<file path="src/hw/rtl/bvt_pkg.sv">
package bvt_pkg;

	localparam int DEPTH     = 16;
	localparam int WORD_BITS = 32;
	localparam int IDX_BITS  = $clog2(DEPTH);
	localparam int CNT_BITS  = $clog2(DEPTH + 1);

	typedef enum logic [2:0] {
		MODE_READ       = 3'd0,
		MODE_WRITE      = 3'd1,
		MODE_INSERT     = 3'd2,
		MODE_SEARCH     = 3'd3,
		MODE_RESIZE     = 3'd4,
		MODE_FILL_VALUE = 3'd5,
		MODE_FILL_INDEX = 3'd6
	} mode_t;

	typedef enum logic [3:0] {
		ST_IDLE,
		ST_READ_WAIT,
		ST_SHIFT_RD,
		ST_SHIFT_WR,
		ST_SRCH_RD,
		ST_SRCH_CMP,
		ST_ZERO_WR,
		ST_FILL_WR,
		ST_DONE
	} state_t;

	typedef struct packed {
		logic                 we;
		logic [IDX_BITS-1:0]  waddr;
		logic [WORD_BITS-1:0] wdata;
		logic [IDX_BITS-1:0]  raddr;
	} mem_req_t;

	typedef struct packed {
		logic                 ok;
		logic                 found;
		logic [IDX_BITS-1:0]  found_index;
		logic [WORD_BITS-1:0] read_value;
		logic [CNT_BITS-1:0]  element_count;
	} result_t;

endpackage

</file>
<file path="src/hw/rtl/bounded_vector_table_unit.sv">
// Bounded ordered table of 16 words with a live element count. Each input item
// carries a mode (read, write, insert, search, resize, fill with value, fill
// with index numbers) and its operands, and yields exactly one result item
// with ok, search hit and first index, read word and the count after the
// operation. The block works on one item at a time: a small sequencer walks
// a table with separate write and read ports (one write and one registered
// read per cycle) with one shared index compare, and in_stall stays high
// until the result has moved into the output register. A finished result
// waits in the output register while the next item is accepted.
// Table entries come up undefined after reset; reading one that was never
// written returns an undefined word. The count resets to zero.
module bounded_vector_table_unit (
	input  logic        clk,
	input  logic        arst_n,
	input  logic        in_valid,
	output logic        in_stall,
	input  logic [2:0]  mode,
	input  logic [4:0]  position,
	input  logic [31:0] value,
	input  logic [4:0]  length,
	output logic        out_valid,
	input  logic        out_stall,
	output logic        ok,
	output logic        found,
	output logic [3:0]  found_index,
	output logic [31:0] read_value,
	output logic [4:0]  element_count
);
	import bvt_pkg::*;

	mem_req_t             mem_req;
	logic [WORD_BITS-1:0] rd_data;
	result_t              res;
	logic                 res_valid;
	logic                 res_take;
	result_t              out_q;
	logic                 out_valid_q;

	// sequencer: owns the count and the walk index
	bvt_ctrl u_ctrl (
		.clk       (clk),
		.arst_n    (arst_n),
		.in_valid  (in_valid),
		.in_stall  (in_stall),
		.mode      (mode),
		.position  (position),
		.value     (value),
		.length    (length),
		.res_valid (res_valid),
		.res_take  (res_take),
		.res       (res),
		.mem_req   (mem_req),
		.rd_data   (rd_data)
	);

	// word storage, registered read
	bvt_mem u_mem (
		.clk     (clk),
		.req     (mem_req),
		.rd_data (rd_data)
	);

	// take a new result when the output register is empty or being drained
	assign res_take = !out_valid_q || !out_stall;

	always_ff @(posedge clk or negedge arst_n) begin
		if (!arst_n) begin
			out_valid_q <= 1'b0;
		end else if (res_valid && res_take) begin
			out_valid_q <= 1'b1;
		end else if (!out_stall) begin
			out_valid_q <= 1'b0;
		end
	end

	// hold the payload while stalled
	always_ff @(posedge clk) begin
		if (res_valid && res_take) begin
			out_q <= res;
		end
	end

	assign out_valid     = out_valid_q;
	assign ok            = out_q.ok;
	assign found         = out_q.found;
	assign found_index   = out_q.found_index;
	assign read_value    = out_q.read_value;
	assign element_count = out_q.element_count;

endmodule

</file>
<file path="src/hw/rtl/bvt_mem.sv">
module bvt_mem (
	input  logic                          clk,
	input  bvt_pkg::mem_req_t             req,
	output logic [bvt_pkg::WORD_BITS-1:0] rd_data
);
	import bvt_pkg::*;

	logic [WORD_BITS-1:0] mem_q [DEPTH];
	logic [WORD_BITS-1:0] rd_data_q;

	always_ff @(posedge clk) begin
		if (req.we) begin
			mem_q[req.waddr] <= req.wdata;
		end
		rd_data_q <= mem_q[req.raddr];
	end

	assign rd_data = rd_data_q;

endmodule

</file>
<file path="src/hw/rtl/bvt_ctrl.sv">
module bvt_ctrl (
	input  logic                          clk,
	input  logic                          arst_n,
	input  logic                          in_valid,
	output logic                          in_stall,
	input  logic [2:0]                    mode,
	input  logic [4:0]                    position,
	input  logic [31:0]                   value,
	input  logic [4:0]                    length,
	output logic                          res_valid,
	input  logic                          res_take,
	output bvt_pkg::result_t              res,
	output bvt_pkg::mem_req_t             mem_req,
	input  logic [bvt_pkg::WORD_BITS-1:0] rd_data
);
	import bvt_pkg::*;

	state_t               state_q, state_d;
	logic [CNT_BITS-1:0]  idx_q, idx_d;
	logic [CNT_BITS-1:0]  count_q, count_d;
	mode_t                mode_q, mode_d;
	logic [CNT_BITS-1:0]  pos_q, pos_d;
	logic [CNT_BITS-1:0]  len_q, len_d;
	logic [WORD_BITS-1:0] val_q, val_d;
	result_t              res_q, res_d;

	// shared index compare: walk counter against the active bound
	logic [CNT_BITS-1:0]  bound;
	logic                 idx_below;
	logic [CNT_BITS-1:0]  limit;

	assign limit = CNT_BITS'(DEPTH);

	always_comb begin
		unique case (state_q)
			ST_SHIFT_RD: bound = pos_q;
			ST_SRCH_RD:  bound = count_q;
			default:     bound = len_q;
		endcase
	end

	// in the shift loop the test is idx > pos, elsewhere idx < bound
	assign idx_below = (state_q == ST_SHIFT_RD) ? (bound < idx_q) : (idx_q < bound);

	always_ff @(posedge clk or negedge arst_n) begin
		if (!arst_n) begin
			state_q <= ST_IDLE;
			count_q <= '0;
		end else begin
			state_q <= state_d;
			count_q <= count_d;
		end
	end

	always_ff @(posedge clk) begin
		idx_q  <= idx_d;
		mode_q <= mode_d;
		pos_q  <= pos_d;
		len_q  <= len_d;
		val_q  <= val_d;
		res_q  <= res_d;
	end

	always_comb begin
		state_d   = state_q;
		idx_d     = idx_q;
		count_d   = count_q;
		mode_d    = mode_q;
		pos_d     = pos_q;
		len_d     = len_q;
		val_d     = val_q;
		res_d     = res_q;
		mem_req   = '0;
		in_stall  = 1'b1;
		res_valid = 1'b0;

		unique case (state_q)
			ST_IDLE: begin
				in_stall      = 1'b0;
				mem_req.raddr = position[IDX_BITS-1:0];
				if (in_valid) begin
					mode_d = mode_t'(mode);
					pos_d  = position;
					len_d  = length;
					val_d  = value[WORD_BITS-1:0];
					res_d  = '0;
					state_d = ST_DONE;
					unique case (mode_t'(mode))
						MODE_READ: begin
							if (position < limit) begin
								state_d = ST_READ_WAIT;
							end
						end
						MODE_WRITE: begin
							if (position < limit) begin
								mem_req.we    = 1'b1;
								mem_req.waddr = position[IDX_BITS-1:0];
								mem_req.wdata = value[WORD_BITS-1:0];
								res_d.ok      = 1'b1;
							end
						end
						MODE_INSERT: begin
							if (position <= count_q && count_q < limit) begin
								idx_d   = count_q;
								state_d = ST_SHIFT_RD;
							end
						end
						MODE_SEARCH: begin
							idx_d   = '0;
							state_d = ST_SRCH_RD;
						end
						MODE_RESIZE: begin
							if (length <= limit) begin
								idx_d   = count_q;
								state_d = ST_ZERO_WR;
							end
						end
						MODE_FILL_VALUE, MODE_FILL_INDEX: begin
							if (length <= limit) begin
								idx_d   = '0;
								state_d = ST_FILL_WR;
							end
						end
						default: begin
							// unused mode: refuse, ok stays low
						end
					endcase
				end
			end

			ST_READ_WAIT: begin
				res_d.ok         = 1'b1;
				res_d.read_value = rd_data;
				state_d          = ST_DONE;
			end

			ST_SHIFT_RD: begin
				if (idx_below) begin
					mem_req.raddr = IDX_BITS'(idx_q - 1'b1);
					state_d       = ST_SHIFT_WR;
				end else begin
					mem_req.we    = 1'b1;
					mem_req.waddr = pos_q[IDX_BITS-1:0];
					mem_req.wdata = val_q;
					count_d       = count_q + 1'b1;
					res_d.ok      = 1'b1;
					state_d       = ST_DONE;
				end
			end

			ST_SHIFT_WR: begin
				mem_req.we    = 1'b1;
				mem_req.waddr = idx_q[IDX_BITS-1:0];
				mem_req.wdata = rd_data;
				idx_d         = idx_q - 1'b1;
				state_d       = ST_SHIFT_RD;
			end

			ST_SRCH_RD: begin
				if (idx_below) begin
					mem_req.raddr = idx_q[IDX_BITS-1:0];
					state_d       = ST_SRCH_CMP;
				end else begin
					res_d.ok = 1'b1;
					state_d  = ST_DONE;
				end
			end

			ST_SRCH_CMP: begin
				if (rd_data == val_q) begin
					res_d.ok          = 1'b1;
					res_d.found       = 1'b1;
					res_d.found_index = idx_q[IDX_BITS-1:0];
					state_d           = ST_DONE;
				end else begin
					idx_d   = idx_q + 1'b1;
					state_d = ST_SRCH_RD;
				end
			end

			ST_ZERO_WR, ST_FILL_WR: begin
				if (idx_below) begin
					mem_req.we    = 1'b1;
					mem_req.waddr = idx_q[IDX_BITS-1:0];
					if (state_q == ST_ZERO_WR) begin
						mem_req.wdata = '0;
					end else if (mode_q == MODE_FILL_VALUE) begin
						mem_req.wdata = val_q;
					end else begin
						mem_req.wdata = WORD_BITS'(idx_q);
					end
					idx_d = idx_q + 1'b1;
				end else begin
					count_d  = len_q;
					res_d.ok = 1'b1;
					state_d  = ST_DONE;
				end
			end

			ST_DONE: begin
				res_valid = 1'b1;
				if (res_take) begin
					state_d = ST_IDLE;
				end
			end

			default: begin
				state_d = ST_IDLE;
			end
		endcase
	end

	always_comb begin
		res               = res_q;
		res.element_count = count_q;
	end

endmodule

</file>
<file path="config.mk">
export PLATFORM = sky130hd
export DESIGN_NAME = bounded_vector_table_unit
export DESIGN_NICKNAME = d
export VERILOG_FILES = /design/src/hw/rtl/bvt_pkg.sv /design/src/hw/rtl/bounded_vector_table_unit.sv /design/src/hw/rtl/bvt_mem.sv /design/src/hw/rtl/bvt_ctrl.sv
export SDC_FILE = /design/constraint.sdc
export NUM_CORES = 1
export LEC_CHECK = 0
export ABC_AREA = 1
export BUFFER_PORTS_ARGS = -buffer_cell sky130_fd_sc_hd__buf_4
export CAP_MARGIN = 10
export CORE_MARGIN = 1.5
export CORE_UTILIZATION = 40
export CTS_BUF_LIST = sky130_fd_sc_hd__clkbuf_16
export CTS_CLUSTER_SIZE = 8
export DETAILED_ROUTE_END_ITERATION = 7
export SETUP_SLACK_MARGIN = 0.02
export SYNTH_ARGS = -nofsm -noshare
export SYNTH_HDL_FRONTEND = slang
export SYNTH_SLANG_ARGS = --single-unit
</file>
<file path="constraint.sdc">
create_clock -name clk -period 6.3 [get_ports clk]
set_input_delay 0.63 -clock clk [delete_from_list [all_inputs] [get_ports clk]]
set_output_delay 0.63 -clock clk [all_outputs]
set_load 0.005 [all_outputs]
</file>
Word-level counts from Yosys, hierarchy flattened
Memories as Yosys holds them, arrays and structs flattened. A register that Yosys moved wholly into a read port is not among the register bits.
Cells that the tools add are included.
- add/sub/neg operators: 3
- magnitude comparators: 6
- eq/ne operators: 29
- muxes and demuxes: 50
- reductions and logical operators: 22
- operators by type and width (operator ; number):
    37-bit two-way mux ; 5
    37-bit one-hot mux with 4 select lines ; 1
    32-bit two-way mux ; 2
    32-bit one-hot mux with 2 select lines ; 1
    4-bit two-way mux ; 12
    43-bit two-way mux ; 1
    5-bit two-way mux ; 8
    5-bit one-hot mux with 4 select lines ; 2
    32-bit equality test ; 1
    4-bit one-hot mux with 8 select lines ; 1
    5-bit one-hot mux with 2 select lines ; 3
    4-bit one-hot mux with 5 select lines ; 1
    4-bit by 3-bit equality test with 1-bit output, second input constant ; 4
    3-bit equality test, second input constant ; 4
    2-bit inequality test, second input constant ; 6
    4-bit one-hot mux with 3 select lines ; 1
    5-bit by 1-bit adder with 5-bit output, second input constant ; 2
    5-bit < comparator ; 2
    5-bit < comparator, second input constant ; 2
    1-bit two-way mux ; 10
    3-bit by 2-bit inequality test with 1-bit output, second input constant ; 3
    3-bit AND reduction ; 3
    4-bit by 2-bit equality test with 1-bit output, second input constant ; 2
    8-bit AND reduction ; 1
    other kinds (22) ; 32
- bits in registers: 141
- RAM bits: 512
- bits of input ports: 49
- logic and storage cells: 128
- memories: 1
- memories (memory ; depth ; width ; read ports ; clocked after memory_dff ; wr ports ; line ; text):
    u_mem.mem_q ; 16 ; 32 ; 1 ; 1 ; 1 ; bvt_mem.sv:8 ; logic [WORD_BITS-1:0] mem_q [DEPTH];

Logic depth before layout (Yosys ltp)
Gate-level depths: netlist of run 1.
- word-level depth: 8
- gate-level depth with buffers: 26
- mapped depth without buffers: 25

Cells and area by module
A second synthesis of run 1 with hierarchy kept.
- cell total of the unflattened synthesis: 2940
- area total of the unflattened synthesis: 30329.1 sq um
- by module, submodules not included (module ; instances ; cells each ; area an instance (sq um) ; sequential area each (sq um)):
    bvt_mem ; 1 ; 2120 ; 22730.6 ; 16015.4
    bvt_ctrl ; 1 ; 772 ; 6266.0 ; 2867.8
    bounded_vector_table_unit ; 1 ; 48 ; 1332.5 ; 1316.3

Least setup slack after synthesis of run 1
Ideal clock, no wire load.
- kind: reg-to-reg
- from: register u_ctrl.state_q[1]
- to: memory u_mem.mem_q[12][0], enable pin
- setup time: 0.421 ns
- arrival: 4.243 ns
- slack: 1.635 ns
- cell stages (with the launch flop): 13
- buffers on the path: 0
- clock period less this slack: 4.665 ns
- cell sequence: dfrtp_1 > nor2_1 > inv_1 > nor2_4 > inv_2 > nor2_2 > inv_2 > nor2_4 > a22oi_1 > a21boi_1 > inv_1 > nand2_1 > nor2_1
- cells in the longest elaborated chain, start to end: 8
- ends and longest elaborated chain (element ; line ; text):
    from (decl) ; bvt_ctrl.sv:18 ; state_t state_q, state_d;
    from (signal assigned) ; bvt_ctrl.sv:50 ; state_q <= state_d;
    4-bit by 3-bit equality test with 1-bit output or 4-bit by 2-bit equality test with 1-bit output (tied branches) ; bvt_ctrl.sv:35, bvt_ctrl.sv:43, bvt_ctrl.sv:77 ;
    5-bit one-hot mux with 2 select lines ; bvt_ctrl.sv:35 ; unique case (state_q)
    5-bit < comparator ; bvt_ctrl.sv:43 ; assign idx_below = (state_q == ST_SHIFT_RD) ? (bound < idx_q) : (idx_q < bound);
    1-bit two-way mux ; bvt_ctrl.sv:43 ;
    37-bit two-way mux, on equally long branches ; bvt_ctrl.sv:182, bvt_ctrl.sv:138 ;
    37-bit one-hot mux with 4 select lines * ; bvt_ctrl.sv:77 ; unique case (state_q)
    1-bit two-way mux ; bvt_mem.sv:12 ; if (req.we) begin
    1-bit two-way mux (not written as such) ; bvt_mem.sv:13 ; mem_q[req.waddr] <= req.wdata;
    to (decl) ; bvt_mem.sv:8 ;
Mark *: on every way between the ends. The rest lies on a longest branch, timed or not.

Final worst setup path of run 1
- from: register u_ctrl.state_q[1]
- to: memory u_mem.mem_q[8][28], enable pin
Same word-level chain as after synthesis.

==> summary.md, run 1 <==
| Metric | Value |
|---|---|
| Ports | 94 |
| Clock latency on the worst-skew pair | approximately 0.65 ns |
| LEAKAGE | approximately 15 nW |
| Largest net degree at the start of global routing | 221 |
| Syn-to-layout area delta | 15.4% |
| Layout Nets | 3073 |
| Number of DRC markers in iteration 0 | 2400 |
| Synth unique cells | 45 |
| Initial Utilization | between 40% and 50% |
| RSZ-0062 raised after global routing | no |
| Routed Antenna Nets | 0 |
| Avg Cell Area, Syn | 10.5 µm² |
| Worst hold path type | input port to flip-flop |
| Total die area | 0.0782 mm² |
| Power Density | 451 mW/mm² |
| Setup TNS | 0 ns |
| PostCTS Resize Cnt | 0 |
| Peak supply drop | ~0.00032 V |
| Comb pwr share | 31.2% |
| Port bufs | 93 |
| Slew HR | approximately an eighth |
| Fin crit period | 5.02 ns |
| Final Setup Violations | 0 |
| Critical Path AT | 5.37 ns |
| YS warnings | 0 |
| Worst setup margin | 1.28 ns |
| Core Util, Final | between 40% and 50% |
| Cell-internal power | a little over 10 mW |
| Status | completed |
| #FFs+latches synth | around 700 |
| Reg-to-Reg Start | u_ctrl.state_q[1] |
| CTS Buffer Depth | 3 |
| Critical Path RT | ~6.7 ns |
| R2R Path End | u_mem.mem_q[8][28] |
| Overflow after GRT | 0 |
| Clk slew on worst S/H paths | around 0.050 ns |
| Placer Congestion | ~0.93 |
| GRT Overall Usage | between 20 and 25% |
| DR WL/cell | ~20 µm |
| Worst r2r path cells | 22 |
| Post-Synthesis Cells | a little under 3000 |
| Mapped Area | a little over 0.03 mm² |
| Hold_sp | value[31] |
| Clk root buf | clkbuf_16 |
| Placed cell areas | roughly 0.033 mm² |
| Switching part of the total | between 30% and 40% |
| Fmax | approximately 200 MHz |
| Row Count | 101 |
| Launching element type of the critical path | flip-flop |
| R2r setup slk | between 1 and 1.5 ns |
| Via count | about 22000 |
| Core area | 0.0758 mm² |
| TritonCTS buffer count | 95 |
| Switch Pwr | roughly 5.8 mW |
| Hpwl dp | roughly 45000 µm |
| DIE WIDTH | roughly 280 µm |
| Pre-antenna DRT Iters | 6 |
| Worst-Margin Slew | between 1 and 1.5 ns |
| Worst Setup End Kind | flip-flop |
| Final Hold Viols | 0 |
| Vias in the first global route | a little over 20000 |
| Skew final | approximately 0.02 ns |
| Hold depth | 1 |
| Max-cap violations | 0 |
| Setup Slack @ Placement | 1.36 ns |
| Clk sink count | 685 |
| Share of layout cells above drive strength 1 | between 10% and 20% |
| Sequential share of power | 39.7% |
| First-pass GRT wire length | about 120000 µm |
| Setup bufs post-CTS | 0 |
| Syn_nets | 2983 |
| DRC errors left | 0 |
| Die Ht | 280 µm |
| Routed vias/inst | ~5.3 |
| Max-slew violations | 0 |
| CP max FO | 21 |
| Fill cell total of the finished layout | approximately 6900 |
| Antenna cells | 0 |
| WS Path Type | flip-flop to flip-flop |
| CTS tree | built |
| Fin area | between 0.03 and 0.04 mm² |
| Power share of the clock group | between 20% and 30% |
| Async S/R FF share, synth | 1.46% |
| Dominant synthesized flop cell | edfxtp_1 |
| Initial antenna violation count | 1 |
| Final wirelength | roughly 82000 µm |
| Sequential area share after synthesis | between 60% and 70% |
| Hold-fix buffers, CTS | 1 |
| Fin crit share | 79.6% |
| Tot Pwr | roughly 16 mW |
| Max H-tree Level | 3 |
| Number of synthesized flops with an enable pin | between 600 and 700 |
| Min-Delay Endpoint | u_ctrl.val_q[31] |
layout make-up:
| cell class | instances | area, µm² | area share (%) |
|---|---|---|---|
| Multi-Input combinational cell | 1434 | 7440 | 21.1 |
| Timing Repair Buffer | 164 | 1310 | 3.71 |
| Tap cell | 978 | 1220 | 3.46 |
| Sequential cell | 685 | 20200 | 57.2 |
| Inverter | 631 | 2370 | 6.72 |
| Clock inverter | 78 | 362 | 1.02 |
| Clock buffer | 97 | 2430 | 6.87 |
worst max-delay path, cell delays in order (launching register included):
cell and delay [ns]:
dfrtp_1 0.43, nor2_1 0.18, inv_1 0.13, nor2_2 0.29, nor2_1 0.18, a221oi_1 0.31
ha_1 0.30, a21oi_1 0.19, nand3_2 0.19, nand2_2 0.15, nand2_4 0.10, nand2_2 0.12
inv_2 0.07, nand2_2 0.09, nand2_1 0.12, inv_2 0.10, nor2_1 0.05, nor2_1 0.10
nand2_1 0.10, inv_1 0.09, nand2_1 0.22, nor2_4 0.90, buf_4 0.31
per-layer routing:
| metal | wire length [µm] | global-route usage, % | up-vias |
|---|---|---|---|
| li1 | - | - | 10157 |
| met1 | 35000 | 29.1 | 10456 |
| met2 | 38300 | 33.1 | 926 |
| met3 | 6400 | 3.21 | 150 |
| met4 | 2050 | 6.89 | 0 |
| met5 | 0 | 0 | - |
layout by cell type, fill, tap and decap left out, types with 4 or more instances in the layout:
master	Yosys	routed
ha_1	13	13
nor2_1	93	76
nor3_1	10	10
o21ai_0	49	46
nand2_4	2	4
o211ai_1	6	6
dfrtp_1	10	10
o2111ai_1	5	5
dfxtp_1	32	32
nand3_1	465	465
o21ai_1	2	5
a22oi_1	28	28
nand2_2	5	4
inv_1	614	687
clkbuf_16	0	97
buf_4	7	156
xnor2_1	4	4
edfxtp_1	643	643
buf_12	0	6
nand4_1	273	273
nor2_4	2	20
xor2_1	6	6
nand2_1	427	426
a21oi_1	11	10
inv_2	15	14
power groups by stage:
stage | Clock [mW] | Combinational [mW] | Sequential (mW)
after global placement | 0 | 4.86 | 6.38
after detailed placement | 0 | 4.93 | 6.40
after floorplan | 0 | 3.40 | 6.24
after global routing | 4.90 | 5.50 | 6.38
final | 4.63 | 4.98 | 6.32
after CTS | 4.71 | 4.96 | 6.31
synth_stat cells, types with 13 or more instances:
master    count  area (µm²)
nand4_1     273        1710
buf_1        24        90.1
buf_2        94         470
nand3_1     465        2330
a22oi_1      28         210
clkbuf_1     45         169
inv_2        15        56.3
dfxtp_1      32         641
inv_1       614        2300
edfxtp_1    643       19300
o21ai_0      49         245
nor2_1       93         349
ha_1         13         163
nand2_1     427        1600
worst max path at each step:
stage,startpoint,to,cells past startpoint
finish,u_ctrl.state_q[1],u_mem.mem_q[8][28],22
global route,u_ctrl.state_q[1],u_mem.mem_q[8][3],22
CTS,u_ctrl.state_q[1],u_mem.mem_q[8][16],24
detailed placement,u_ctrl.state_q[1],u_mem.mem_q[8][14],22
global placement,u_ctrl.state_q[1],u_mem.mem_q[8][1],24
floorplan,u_ctrl.state_q[1],u_mem.mem_q[12][0],12
cell families (layout without fill, tap and decap cells):
kind of cell	count (synthesis)	after routing	share of synthesized area, %
AND/OR/NAND/NOR	1291	1291	20.4
buffers and inverters	802	970	10.3
flip-flops	685	685	66.0
AO/OA/AOI/OAI	119	119	2.46
adder cells (fa/ha/maj)	13	13	0.531
XOR/XNOR	10	10	0.286
multiplexers	1	1	0.0327
through the flow:
step | instances | hold WS [ns]
floorplan | 2921 | 0.334
global placement | 3887 | 0.400
detailed placement | 3890 | 0.405
CTS | 4066 | 0.140
global route | 4067 | 0.151
finish | 4067 | 0.172
sequential cells by signal, indices dropped and copies added, names as in the netlist, 5 cells and up:
signal,count
u_ctrl.res,38
u_ctrl.count_q,5
u_ctrl.idx_q,5
u_mem.rd_data,32
u_ctrl.pos_q,5
u_ctrl.val_q,32
u_ctrl.len_q,5
element_count,5
u_mem.mem_q,512
read_value,32
Note: power is estimated with default switching activity, not from simulation.
==> run 2: changes to the inputs <==
Clock period 6.3 ns to 4.8 ns, I/O delays scaled along.
==> run 2 against run 1 <==
Clock power is 33% higher; combinational power is 38% higher; register-to-register slack worse by 0.94 ns.
==> summary.md, run 2 (synthesis gave the netlist of run 1 again) <==
| Metric | Value |
|---|---|
| Worst-Margin Slew | 1.02 ns (was 1.32 ns) |
| Setup TNS | 0 ns (unchanged) |
| Vias in the first global route | 21082 (was 20726) |
| Max-slew violations | 0 (unchanged) |
| Die Ht | 280 µm (unchanged) |
| Clock latency on the worst-skew pair | 0.66 ns (was 0.65 ns) |
| Final Hold Viols | 0 (unchanged) |
| Launching element type of the critical path | flip-flop (unchanged) |
| Final wirelength | 82000 µm (was 81700 µm) |
| Hpwl dp | 48700 µm (was 45200 µm) |
| Area of the multi-input gates | 0.00744 mm² (unchanged) |
| Top reg by flops | u_mem.mem_q (unchanged) |
| Routed Antenna Nets | 0 (unchanged) |
| Largest net degree at the start of global routing | 157 (was 221) |
| Peak supply drop | 0.000433 V (was 0.000323 V) |
| Max-cap violations | 0 (unchanged) |
| Critical Path RT | 5.12 ns (was 6.65 ns) |
| Worst hold path type | input port to flip-flop (unchanged) |
| CP max FO | 27 (was 21) |
| Worst Setup SP | u_ctrl.state_q[1] (unchanged) |
| Worst Setup End Kind | flip-flop (unchanged) |
| Core area | 0.0758 mm² (unchanged) |
| Total die area | 0.0782 mm² (unchanged) |
| R2R Path End | u_mem.mem_q[9][8] (was u_mem.mem_q[8][28]) |
| Reg-to-Reg Start | u_ctrl.state_q[1] (unchanged) |
| Commonest non-fill, non-tap cell in the layout | inv_1 (unchanged) |
| Fin crit period | 4.46 ns (was 5.02 ns) |
| GRT Overall Usage | 20.7% (was 20.8%) |
| Initial Utilization | 40.4% (unchanged) |
| RSZ-0062 raised after global routing | no (unchanged) |
| Layout Nets | 3108 (was 3073) |
| Power Density | 595 mW/mm² (was 451 mW/mm²) |
| CTS tree | built (unchanged) |
| LEAKAGE | 15.3 nW (was 15.1 nW) |
| Syn-to-layout area delta | 17.3% (was 15.4%) |
| Crit path cell chain | nor2_1, inv_1, nor2_2, nor2_1, a221oi_1, ha_1, nand2_1, nand2_1, nand2_1, nand3_2, nand2_2, nand2_4, nand2_2, inv_2, nand2_2, nand2_1, inv_2, nor2_1, nor2_1, nand3_1, nor2_4, buf_12 (was nor2_1, inv_1, nor2_2, nor2_1, a221oi_1, ha_1, a21oi_1, nand3_2, nand2_2, nand2_4, nand2_2, inv_2, nand2_2, nand2_1, inv_2, nor2_1, nor2_1, nand2_1, inv_1, nand2_1, nor2_4, buf_4) |
| Share of layout cells above drive strength 1 | 10.9% (was 10.5%) |
| Placer Congestion | 0.892 (was 0.929) |
| Overflow after GRT | 0 (unchanged) |
| Clk slew on worst S/H paths | 0.05 ns (about the same) |
| Antenna cells | 0 (unchanged) |
| Port bufs | 93 (unchanged) |
| CTS Buffer Depth | 3 (unchanged) |
| Worst r2r path cells | 22 (unchanged) |
| Slew HR | 32.3% (was 12.2%) |
| DIE WIDTH | 280 µm (unchanged) |
| Worst setup margin | 0.344 ns (was 1.28 ns) |
| Skew final | 0.0315 ns (was 0.0196 ns) |
| R2r setup slk | 0.34 ns (was 1.28 ns) |
| DR WL/cell | 20.0 µm (was 20.1 µm) |
| Final Setup Violations | 0 (unchanged) |
| CP max stage cell | dfrtp_1 (was nor2_4) |
| Critical Path AT | 4.78 ns (was 5.37 ns) |
| Ports | 94 (unchanged) |
| WS Path Type | flip-flop to flip-flop (unchanged) |
| Fin crit share | 92.8% (was 79.6%) |
| Register area | 0.0202 mm² (unchanged) |
| Hold_ws | 0.0256 ns (was 0.172 ns) |
| Initial antenna violation count | 1 (unchanged) |
| Routed vias/inst | 5.35 (was 5.33) |
| Clk root buf | clkbuf_16 (unchanged) |
| Most frequent cells in the layout | inv_1 (680), edfxtp_1 (643), nand3_1 (465), nand2_1 (426), nand4_1 (273) (was inv_1 (687), edfxtp_1 (643), nand3_1 (465), nand2_1 (426), nand4_1 (273)) |
| Pre-antenna DRT Iters | 6 (unchanged) |
| Fmax | 224 MHz (was 199 MHz) |
| Via count | 21913 (was 21689) |
| Max reg flops | 512 (unchanged) |
| Fill cell total of the finished layout | 6836 (was 6913) |
| Tot Pwr | 21.4 mW (was 15.9 mW) |
| Status | completed (unchanged) |
| Max H-tree Level | 3 (unchanged) |
| PostCTS Resize Cnt | 0 (unchanged) |
| TritonCTS buffer count | 95 (unchanged) |
| Setup Slack @ Placement | 0.410 ns (was 1.36 ns) |
| Clk sink count | 685 (unchanged) |
| First-pass GRT wire length | 125000 µm (about the same) |
| Row Count | 101 (unchanged) |
| Crit-path max cell delay | 0.43 ns (was 0.90 ns) |
| DRC errors left | 0 (unchanged) |
| Crit path to | u_mem.mem_q[9][8] (was u_mem.mem_q[8][28]) |
| Number of DRC markers in iteration 0 | 2342 (was 2400) |
==> run 2: where the power goes <==
part,leakage (nW),total (mW),switching [mW],internal [mW]
registers,6.36,8.33,0.551,7.77
clock network,1.60,6.16,2.53,3.62
logic,7.39,6.87,4.75,2.13
total,15.3,21.4,7.83,13.5
==> run 2: layer usage <==
| metal | global-route usage [%] | vias to the layer above | part of all wire, % |
|---|---|---|---|
| li1 | - | 10215 | - |
| met1 | 28.5 | 10561 | 43 |
| met2 | 32.4 | 1024 | 46 |
| met3 | 5.01 | 113 | 9.2 |
| met4 | 6.54 | 0 | 2.2 |
| met5 | 0 | - | 0 |
==> run 2: layout make-up <==
| class | instances | area share, % |
|---|---|---|
| sequential | 685 | 56.2 |
| multi-input combinational | 1434 | 20.7 |
| clock buffer | 97 | 6.76 |
| inverter | 631 | 6.60 |
| timing repair buffer | 199 | 5.23 |
| tap | 978 | 3.41 |
| clock inverter | 71 | 1.04 |
==> run 2: metrics by stage <==
step                util, %  instance area [µm²]  instances
floorplan                 -                30600       2921
global placement       43.4                32900       3907
detailed placement     43.4                32900       3907
CTS                    47.4                35900       4094
global route           47.4                35900       4095
finish                 47.4                35900       4095
==> run 2: worst min-delay path by stage <==
stage / startpoint / to / slack (ns) / depth (start not counted)
3_5_place_dp: arst_n / u_ctrl.count_q[2] / 0.33 / 1
5_1_grt: value[18] / u_ctrl.val_q[18] / 0.007 / 1
4_1_cts: value[18] / u_ctrl.val_q[18] / 0.0003 / 1
3_3_place_gp: arst_n / u_ctrl.count_q[4] / 0.33 / 1
6_report: value[21] / u_ctrl.val_q[21] / 0.03 / 1
2_1_floorplan: arst_n / out_valid / 0.18 / 0
==> run 2: critical path: cells and delay by family, from the launching register on <==
family	cells	cell delay (ns)
flip-flops	1	0.43
AND/OR/NAND/NOR	16	2.54
buffers and inverters	4	0.56
AO/OA/AOI/OAI	1	0.29
adder cells (fa/ha/maj)	1	0.30
==> run 2: repair_timing <==
item | in CTS | in global routing
buffers inserted | 0 | 1
hold buffers | 19 | 0
setup endpoints to repair | 0 | 27
hold endpoints to repair | 28 | 0
